--- src/isort_pkg.sv ---
// Shared types and constants of the insertion sorter.
package isort_pkg;

  localparam int MaxItems   = 32;
  localparam int ValueWidth = 32;

  typedef logic signed [ValueWidth-1:0] value_t;

  typedef enum logic {
    StFill,
    StDrain
  } state_e;

  // Word broadcast from the controller to every cell.
  typedef struct packed {
    logic   insert;
    logic   shift;
    value_t value;
  } cell_ctrl_t;

  // What a cell shows to its neighbors.
  typedef struct packed {
    logic   valid;
    logic   ins;
    value_t value;
  } cell_link_t;

endpackage

--- src/isort_if.sv ---
// Valid/ready channel interfaces for the insertion sorter.
interface isort_in_if;
  logic                 valid;
  logic                 ready;
  isort_pkg::value_t    value;
  logic                 last_item;

  modport source (output valid, output value, output last_item, input ready);
  modport sink   (input valid, input value, input last_item, output ready);
endinterface

interface isort_out_if;
  logic                 valid;
  logic                 ready;
  isort_pkg::value_t    sorted_value;
  logic                 last_result;
  logic                 overflow;

  modport source (output valid, output sorted_value, output last_result, output overflow,
                  input ready);
  modport sink   (input valid, input sorted_value, input last_result, input overflow,
                  output ready);
endinterface

--- src/isort_cell.sv ---
// One storage cell of the sorting chain.
module isort_cell (
  input  logic                  clk_i,
  input  logic                  rst_ni,
  input  isort_pkg::cell_ctrl_t ctrl_i,
  input  isort_pkg::cell_link_t left_i,
  input  isort_pkg::cell_link_t right_i,
  output isort_pkg::cell_link_t link_o
);

  logic              valid_q, valid_d;
  isort_pkg::value_t value_q, value_d;
  logic              ins;

  assign ins = !valid_q || (value_q > ctrl_i.value);

  always_comb begin
    valid_d = valid_q;
    value_d = value_q;
    if (ctrl_i.insert) begin
      valid_d = valid_q || left_i.valid;
      if (left_i.ins) begin
        value_d = left_i.value;
      end else if (ins) begin
        value_d = ctrl_i.value;
      end
    end else if (ctrl_i.shift) begin
      valid_d = right_i.valid;
      value_d = right_i.value;
    end
  end

  always_ff @(posedge clk_i or negedge rst_ni) begin
    if (!rst_ni) begin
      valid_q <= 1'b0;
    end else begin
      valid_q <= valid_d;
    end
  end

  always_ff @(posedge clk_i) begin
    value_q <= value_d;
  end

  assign link_o.valid = valid_q;
  assign link_o.ins   = ins;
  assign link_o.value = value_q;

endmodule

--- src/insertion_sorter.sv ---
// Insertion sorter top level: chain of sorting cells and its controller.
//
// Input channel in_i carries a signed 32-bit value and a last_item flag.
// While a set is being collected, one word is accepted every cycle; each
// value is broadcast to the chain of MAX_ITEMS cells and written into its
// sorted place, larger entries moving up one cell. Equal values keep arrival
// order. Once the chain is full, further values are dropped and the overflow
// flag is raised for the whole set.
// A word with last_item set closes the set: in_i.ready drops and the chain
// empties through cell 0 onto out_o, smallest value first, one word per
// cycle while out_o.ready is high, last_result on the final one. The first
// result is offered in the cycle after the last input is accepted; once the
// final result is taken, in_i.ready rises again with an empty chain.
// A stall on out_o freezes the chain; nothing is lost or repeated.
// Reset (rst_ni low, asynchronous) empties the chain, clears the overflow
// flag and leaves the block ready for a new set.
module insertion_sorter #(
  parameter int MAX_ITEMS = isort_pkg::MaxItems
) (
  input  logic          clk_i,
  input  logic          rst_ni,
  isort_in_if.sink      in_i,
  isort_out_if.source   out_o
);

  isort_pkg::state_e     state_q, state_d;
  logic                  overflow_q, overflow_d;
  isort_pkg::cell_ctrl_t ctrl;
  isort_pkg::cell_link_t links [MAX_ITEMS];
  isort_pkg::cell_link_t left_edge, right_edge;
  logic                  in_fire, out_fire, full;

  assign full     = links[MAX_ITEMS-1].valid;
  assign in_fire  = in_i.valid && in_i.ready;
  assign out_fire = out_o.valid && out_o.ready;

  assign ctrl.insert = in_fire && !full;
  assign ctrl.shift  = out_fire;
  assign ctrl.value  = in_i.value;

  assign left_edge.valid  = 1'b1;
  assign left_edge.ins    = 1'b0;
  assign left_edge.value  = '0;
  assign right_edge.valid = 1'b0;
  assign right_edge.ins   = 1'b1;
  assign right_edge.value = '0;

  for (genvar i = 0; i < MAX_ITEMS; i++) begin : g_cell
    isort_cell u_cell (
      .clk_i   (clk_i),
      .rst_ni  (rst_ni),
      .ctrl_i  (ctrl),
      .left_i  ((i == 0) ? left_edge : links[(i == 0) ? 0 : i-1]),
      .right_i ((i == MAX_ITEMS-1) ? right_edge : links[(i == MAX_ITEMS-1) ? i : i+1]),
      .link_o  (links[i])
    );
  end

  always_comb begin
    state_d = state_q;
    case (state_q)
      isort_pkg::StFill: begin
        if (in_fire && in_i.last_item) begin
          state_d = isort_pkg::StDrain;
        end
      end
      isort_pkg::StDrain: begin
        if (out_fire && out_o.last_result) begin
          state_d = isort_pkg::StFill;
        end
      end
      default: state_d = isort_pkg::StFill;
    endcase
  end

  always_comb begin
    in_i.ready         = 1'b0;
    out_o.valid        = 1'b0;
    out_o.sorted_value = links[0].value;
    out_o.last_result  = !links[1].valid;
    out_o.overflow     = overflow_q;
    case (state_q)
      isort_pkg::StFill:  in_i.ready  = 1'b1;
      isort_pkg::StDrain: out_o.valid = 1'b1;
      default:            in_i.ready  = 1'b0;
    endcase
  end

  always_comb begin
    overflow_d = overflow_q;
    if (in_fire && full) begin
      overflow_d = 1'b1;
    end else if (out_fire && out_o.last_result) begin
      overflow_d = 1'b0;
    end
  end

  always_ff @(posedge clk_i or negedge rst_ni) begin
    if (!rst_ni) begin
      state_q    <= isort_pkg::StFill;
      overflow_q <= 1'b0;
    end else begin
      state_q    <= state_d;
      overflow_q <= overflow_d;
    end
  end

endmodule
--- src/flat_wrapper.sv ---
// flat-port wrapper written by rule: the top's interface ports become plain ports
module insertion_sorter_flat 
#(
  parameter int MAX_ITEMS = isort_pkg::MaxItems
)
  (clk_i, rst_ni, in_i_valid, in_i_value, in_i_last_item, in_i_ready, out_o_valid, out_o_sorted_value, out_o_last_result, out_o_overflow, out_o_ready);
  isort_in_if in_i_i ();
  isort_out_if out_o_i ();
  input  logic clk_i;
  input  logic rst_ni;
  input wire logic [$bits(in_i_i.valid)-1:0] in_i_valid;
  input wire logic [$bits(in_i_i.value)-1:0] in_i_value;
  input wire logic [$bits(in_i_i.last_item)-1:0] in_i_last_item;
  output wire logic [$bits(in_i_i.ready)-1:0] in_i_ready;
  output wire logic [$bits(out_o_i.valid)-1:0] out_o_valid;
  output wire logic [$bits(out_o_i.sorted_value)-1:0] out_o_sorted_value;
  output wire logic [$bits(out_o_i.last_result)-1:0] out_o_last_result;
  output wire logic [$bits(out_o_i.overflow)-1:0] out_o_overflow;
  input wire logic [$bits(out_o_i.ready)-1:0] out_o_ready;
  assign in_i_i.valid = in_i_valid;
  assign in_i_i.value = in_i_value;
  assign in_i_i.last_item = in_i_last_item;
  assign in_i_ready = in_i_i.ready;
  assign out_o_valid = out_o_i.valid;
  assign out_o_sorted_value = out_o_i.sorted_value;
  assign out_o_last_result = out_o_i.last_result;
  assign out_o_overflow = out_o_i.overflow;
  assign out_o_i.ready = out_o_ready;
  insertion_sorter #(.MAX_ITEMS(MAX_ITEMS)) u_core (.clk_i(clk_i), .rst_ni(rst_ni), .in_i(in_i_i), .out_o(out_o_i));
endmodule
--- config.mk ---
export PLATFORM = sky130hd
export DESIGN_NAME = insertion_sorter_flat
export DESIGN_NICKNAME = d
export VERILOG_FILES = /design/src/isort_pkg.sv /design/src/isort_if.sv /design/src/isort_cell.sv /design/src/insertion_sorter.sv /design/src/flat_wrapper.sv
export SDC_FILE = /design/constraint.sdc
export NUM_CORES = 2
export LEC_CHECK = 0
export ABC_AREA = 1
export BUFFER_PORTS_ARGS = -buffer_cell sky130_fd_sc_hd__buf_4
export CORE_ASPECT_RATIO = 0.75
export CORE_MARGIN = 4
export CORE_UTILIZATION = 54
export DETAILED_ROUTE_END_ITERATION = 6
export GPL_TIMING_DRIVEN = 1
export HOLD_SLACK_MARGIN = 0.03
export PLACE_DENSITY = 0.7
export SETUP_SLACK_MARGIN = 0.15
export SLEW_MARGIN = 20
export SYNTH_ARGS = -nofsm -noshare
export SYNTH_HDL_FRONTEND = slang
export SYNTH_SLANG_ARGS = --single-unit
export TNS_END_PERCENT = 100
--- constraint.sdc ---
create_clock -name clk_i -period 6.61 [get_ports clk_i]
set_clock_uncertainty 0.05 [all_clocks]
set_input_delay 1.6525 -clock clk_i [delete_from_list [all_inputs] [get_ports clk_i]]
set_output_delay 1.6525 -clock clk_i [all_outputs]
set_load 0.05 [all_outputs]
==> results_dict.tcl <==
set metrics [dict create \
    status "complete, but fails checks" \
    violations "DRC, slew limit" \
    first_pass_iters 7 \
    io_pins 73 \
    period_share_pct 77.5 \
    antenna_cells 0 \
    worstPathCellList "buf_4 > clkinv_2 > buf_12 > ha_1 > nand2_1 > nor2_1 > nand4_1 > nor4_2 > nand4_1 > nand3_2 > buf_4 > nand2_4 > o21ai_1 > nand2_1 > buf_4" \
    power.switching_mw 25.1 \
    yosysWarnings 0 \
    drive_gt1_share_pct 5.83 \
    tightest_slew_ns 1.67 \
    cts_tree "built" \
    routed-via-count 80300 \
    start_kind "input pin" \
    max_clock_freq_ghz 0.195 \
    clock_latency_ns 0.78 \
    ant_nets 0 \
    cts.path.max_buffers 3 \
    die_h_um 349 \
    final_cell_mix "nand2_1 (3932), nand3_1 (1959), inv_1 (1161)" \
    p_int_mw 24.7 \
    grt.total_usage_pct 34.9 \
    layout_commonest_cell "nand2_1" \
    dpl.hpwl_um 203000 \
    rows 124 \
    vdd_drop_max_mv 0.383 \
    hp-class "reg -> reg" \
    fp.dieW_um 462 \
    syn_nets 12200 \
    switching_share_pct 50.4 \
    final_cells 13100 \
    place_inst 12900 \
    rsz0062_at_grt "no" \
    postSynthAreaPerCell_sq_um 7.50 \
    synth_cell_types 38 \
    ys_ff_latch 1058 \
    max_slew_margin_pct -11.5 \
    design.core.area_sq_mm 0.153 \
    cts_setup_buffers 0 \
    maxCapViolCount 0 \
    power_density_mw_per_mm2 555 \
    grt_max_degree 228 \
    critPathMaxFanout 33 \
    cp_top_family "simple AND/OR/NAND/NOR gates" \
    netlist_area_sq_mm 0.0837 \
    path_common_cell "buf_4" \
    routed_wl_um 292000 \
    antenna_found_initial 1 \
    power_leakage_nw 45.1 \
    path_class "in -> reg" \
    worstPathRequired_ns 7.05 \
    drv_slew 98 \
    hold_viol 0 \
    vias_per_cell 6.14 \
    overflow 0 \
    power_frac_clock_pct 12.9 \
    die-area_sq_mm 0.161 \
    routabilityCongestion 0.983 \
    fin_tns_setup_ns 0 \
    cts_resized 0 \
    ctsHoldBuffers 0 \
    synth_cells 11200 \
    seq_power_share_pct 34.1 \
    start_util_pct 54.6 \
    crit_slowest_cell "clkinv_2" \
    grt_pass1_vias 75000 \
    cts_sinks 1058 \
    finalCriticalPeriod_ns 5.12 \
    slowest_delay_ns 0.44 \
    numCtsBuffers 115 \
    crit_buf_inv 5 \
    drc 3 \
    rrSetupSlack_ns 2.84 \
    nets 12000 \
    port_buffers 72 \
    setup_viol_count_final 0 \
    arrival_ns 5.56 \
    end_kind "register" \
    first_iter_violations 10900 \
    root_buffer "clkbuf_16" \
    grt_pass1_wl_um 446000 \
    yosysSeqAreaShare_pct 37.8 \
    pwr-share-comb_pct 53.0 \
    htree_levels 3 \
    wire_per_inst_um 22.4 \
    path_clk_slew_ns 0.06 \
    syn_to_final_growth_pct 7.41 \
]
==> power by group through the flow <==
stage	sequential [mW]	combinational [mW]	clock (mW)
5_1_grt	17.1	29.5	6.74
4_1_cts	16.7	25.8	6.48
6_report	17.0	26.4	6.46
3_3_place_gp	16.8	24.8	0
3_5_place_dp	16.8	25.7	0
2_1_floorplan	15.3	18.8	0
==> flip-flops by register name, summed over array words and instances (netlist names) <==
signal	cells
u_core.out_o.overflow	1
u_core.g_cell.u_cell.valid_q	32
u_core.g_cell.u_cell.value_q	1024
u_core.state_q	1
==> kinds of logic (layout without fill, tap and decap cells) <==
family / Yosys count / after routing / synth area share (%)
flops: 1058 / 1058 / 37.8
buf+inv: 1842 / 1745 / 9.21
fa+ha+maj: 992 / 992 / 14.8
compound gates: 832 / 832 / 5.30
simple gates: 6431 / 6431 / 32.9
==> cell type report <==
class	instances	area, sq um
clock buffer	155	3150
clock inverter	60	420
fill	14000	63300
inverter	1202	4540
multi-input combinational	8255	44500
sequential	1058	31600
tap	2016	2520
timing repair buffer	328	3140
==> per-stage QoR <==
step | worst slack [ns] | power (mW) | util (%) | hold slack, ns | instance area [sq um]
2_1_floorplan | 0.364 | 34.0 | - | 0.445 | 83700
3_3_place_gp | 0.857 | 41.5 | 56.3 | 0.449 | 86300
3_5_place_dp | 0.800 | 42.5 | 56.3 | 0.458 | 86300
4_1_cts | 1.60 | 49.0 | 58.7 | 0.469 | 89900
5_1_grt | 1.28 | 53.3 | 58.7 | 0.486 | 89900
6_report | 1.49 | 49.9 | 58.7 | 0.473 | 89900
==> cell usage after synthesis, drive strengths merged <==
library cell / count / share of area (%)
nand4: 99 / 0.74
nor2: 306 / 1.4
nor4: 16 / 0.22
a21boi: 1 / 0.0090
and2: 2 / 0.015
o21a: 69 / 0.62
nor3b: 7 / 0.093
dfrtp: 34 / 1.0
a21o: 11 / 0.099
edfxtp: 1024 / 37
o21ai: 189 / 1.1
o22ai: 2 / 0.015
clkbuf: 341 / 1.5
a22oi: 1 / 0.0090
nand3: 1983 / 12
nor3: 34 / 0.24
o21bai: 23 / 0.21
and3: 1 / 0.0075
inv: 1202 / 5.4
buf: 299 / 2.3
nand3b: 10 / 0.090
a21oi: 536 / 3.2
ha: 992 / 15
nand2: 3973 / 18
==> metal layers <==
layer,wire (um),share of wire [%],track usage [%],vias to the layer above
li1,-,-,-,36700
met1,122000,42,50.3,37900
met2,122000,42,51.2,5051
met3,37100,13,8.01,721
met4,11800,4.1,12.8,0
met5,0,0,0,-
==> worst register-to-register path, stage by stage (launching register included) <==
cell,delay [ns]
edfxtp_1,0.42
ha_1,0.44
nand2_1,0.12
nor2_1,0.23
nand4_1,0.30
nor4_2,0.41
nand4_1,0.24
nand3_2,0.13
buf_4,0.36
nand2_4,0.24
o21ai_1,0.19
nand2_1,0.09
buf_4,0.24
==> final timing paths <==
kind	from	to	depth (start not counted)
max in group asynchronous	rst_ni	u_core.g_cell[30].u_cell.valid_q	1
min in group asynchronous	rst_ni	u_core.g_cell[0].u_cell.valid_q	1
worst min-delay path	u_core.g_cell[31].u_cell.value_q[23]	u_core.g_cell[30].u_cell.value_q[23]	2
worst max-delay path	in_i_value[31]	u_core.g_cell[25].u_cell.value_q[5]	15
worst max register to register	u_core.g_cell[24].u_cell.value_q[31]	u_core.g_cell[25].u_cell.value_q[5]	12
worst min register to register	u_core.g_cell[31].u_cell.value_q[23]	u_core.g_cell[30].u_cell.value_q[23]	2
No activity file was read; power rests on OpenSTA's default activity.
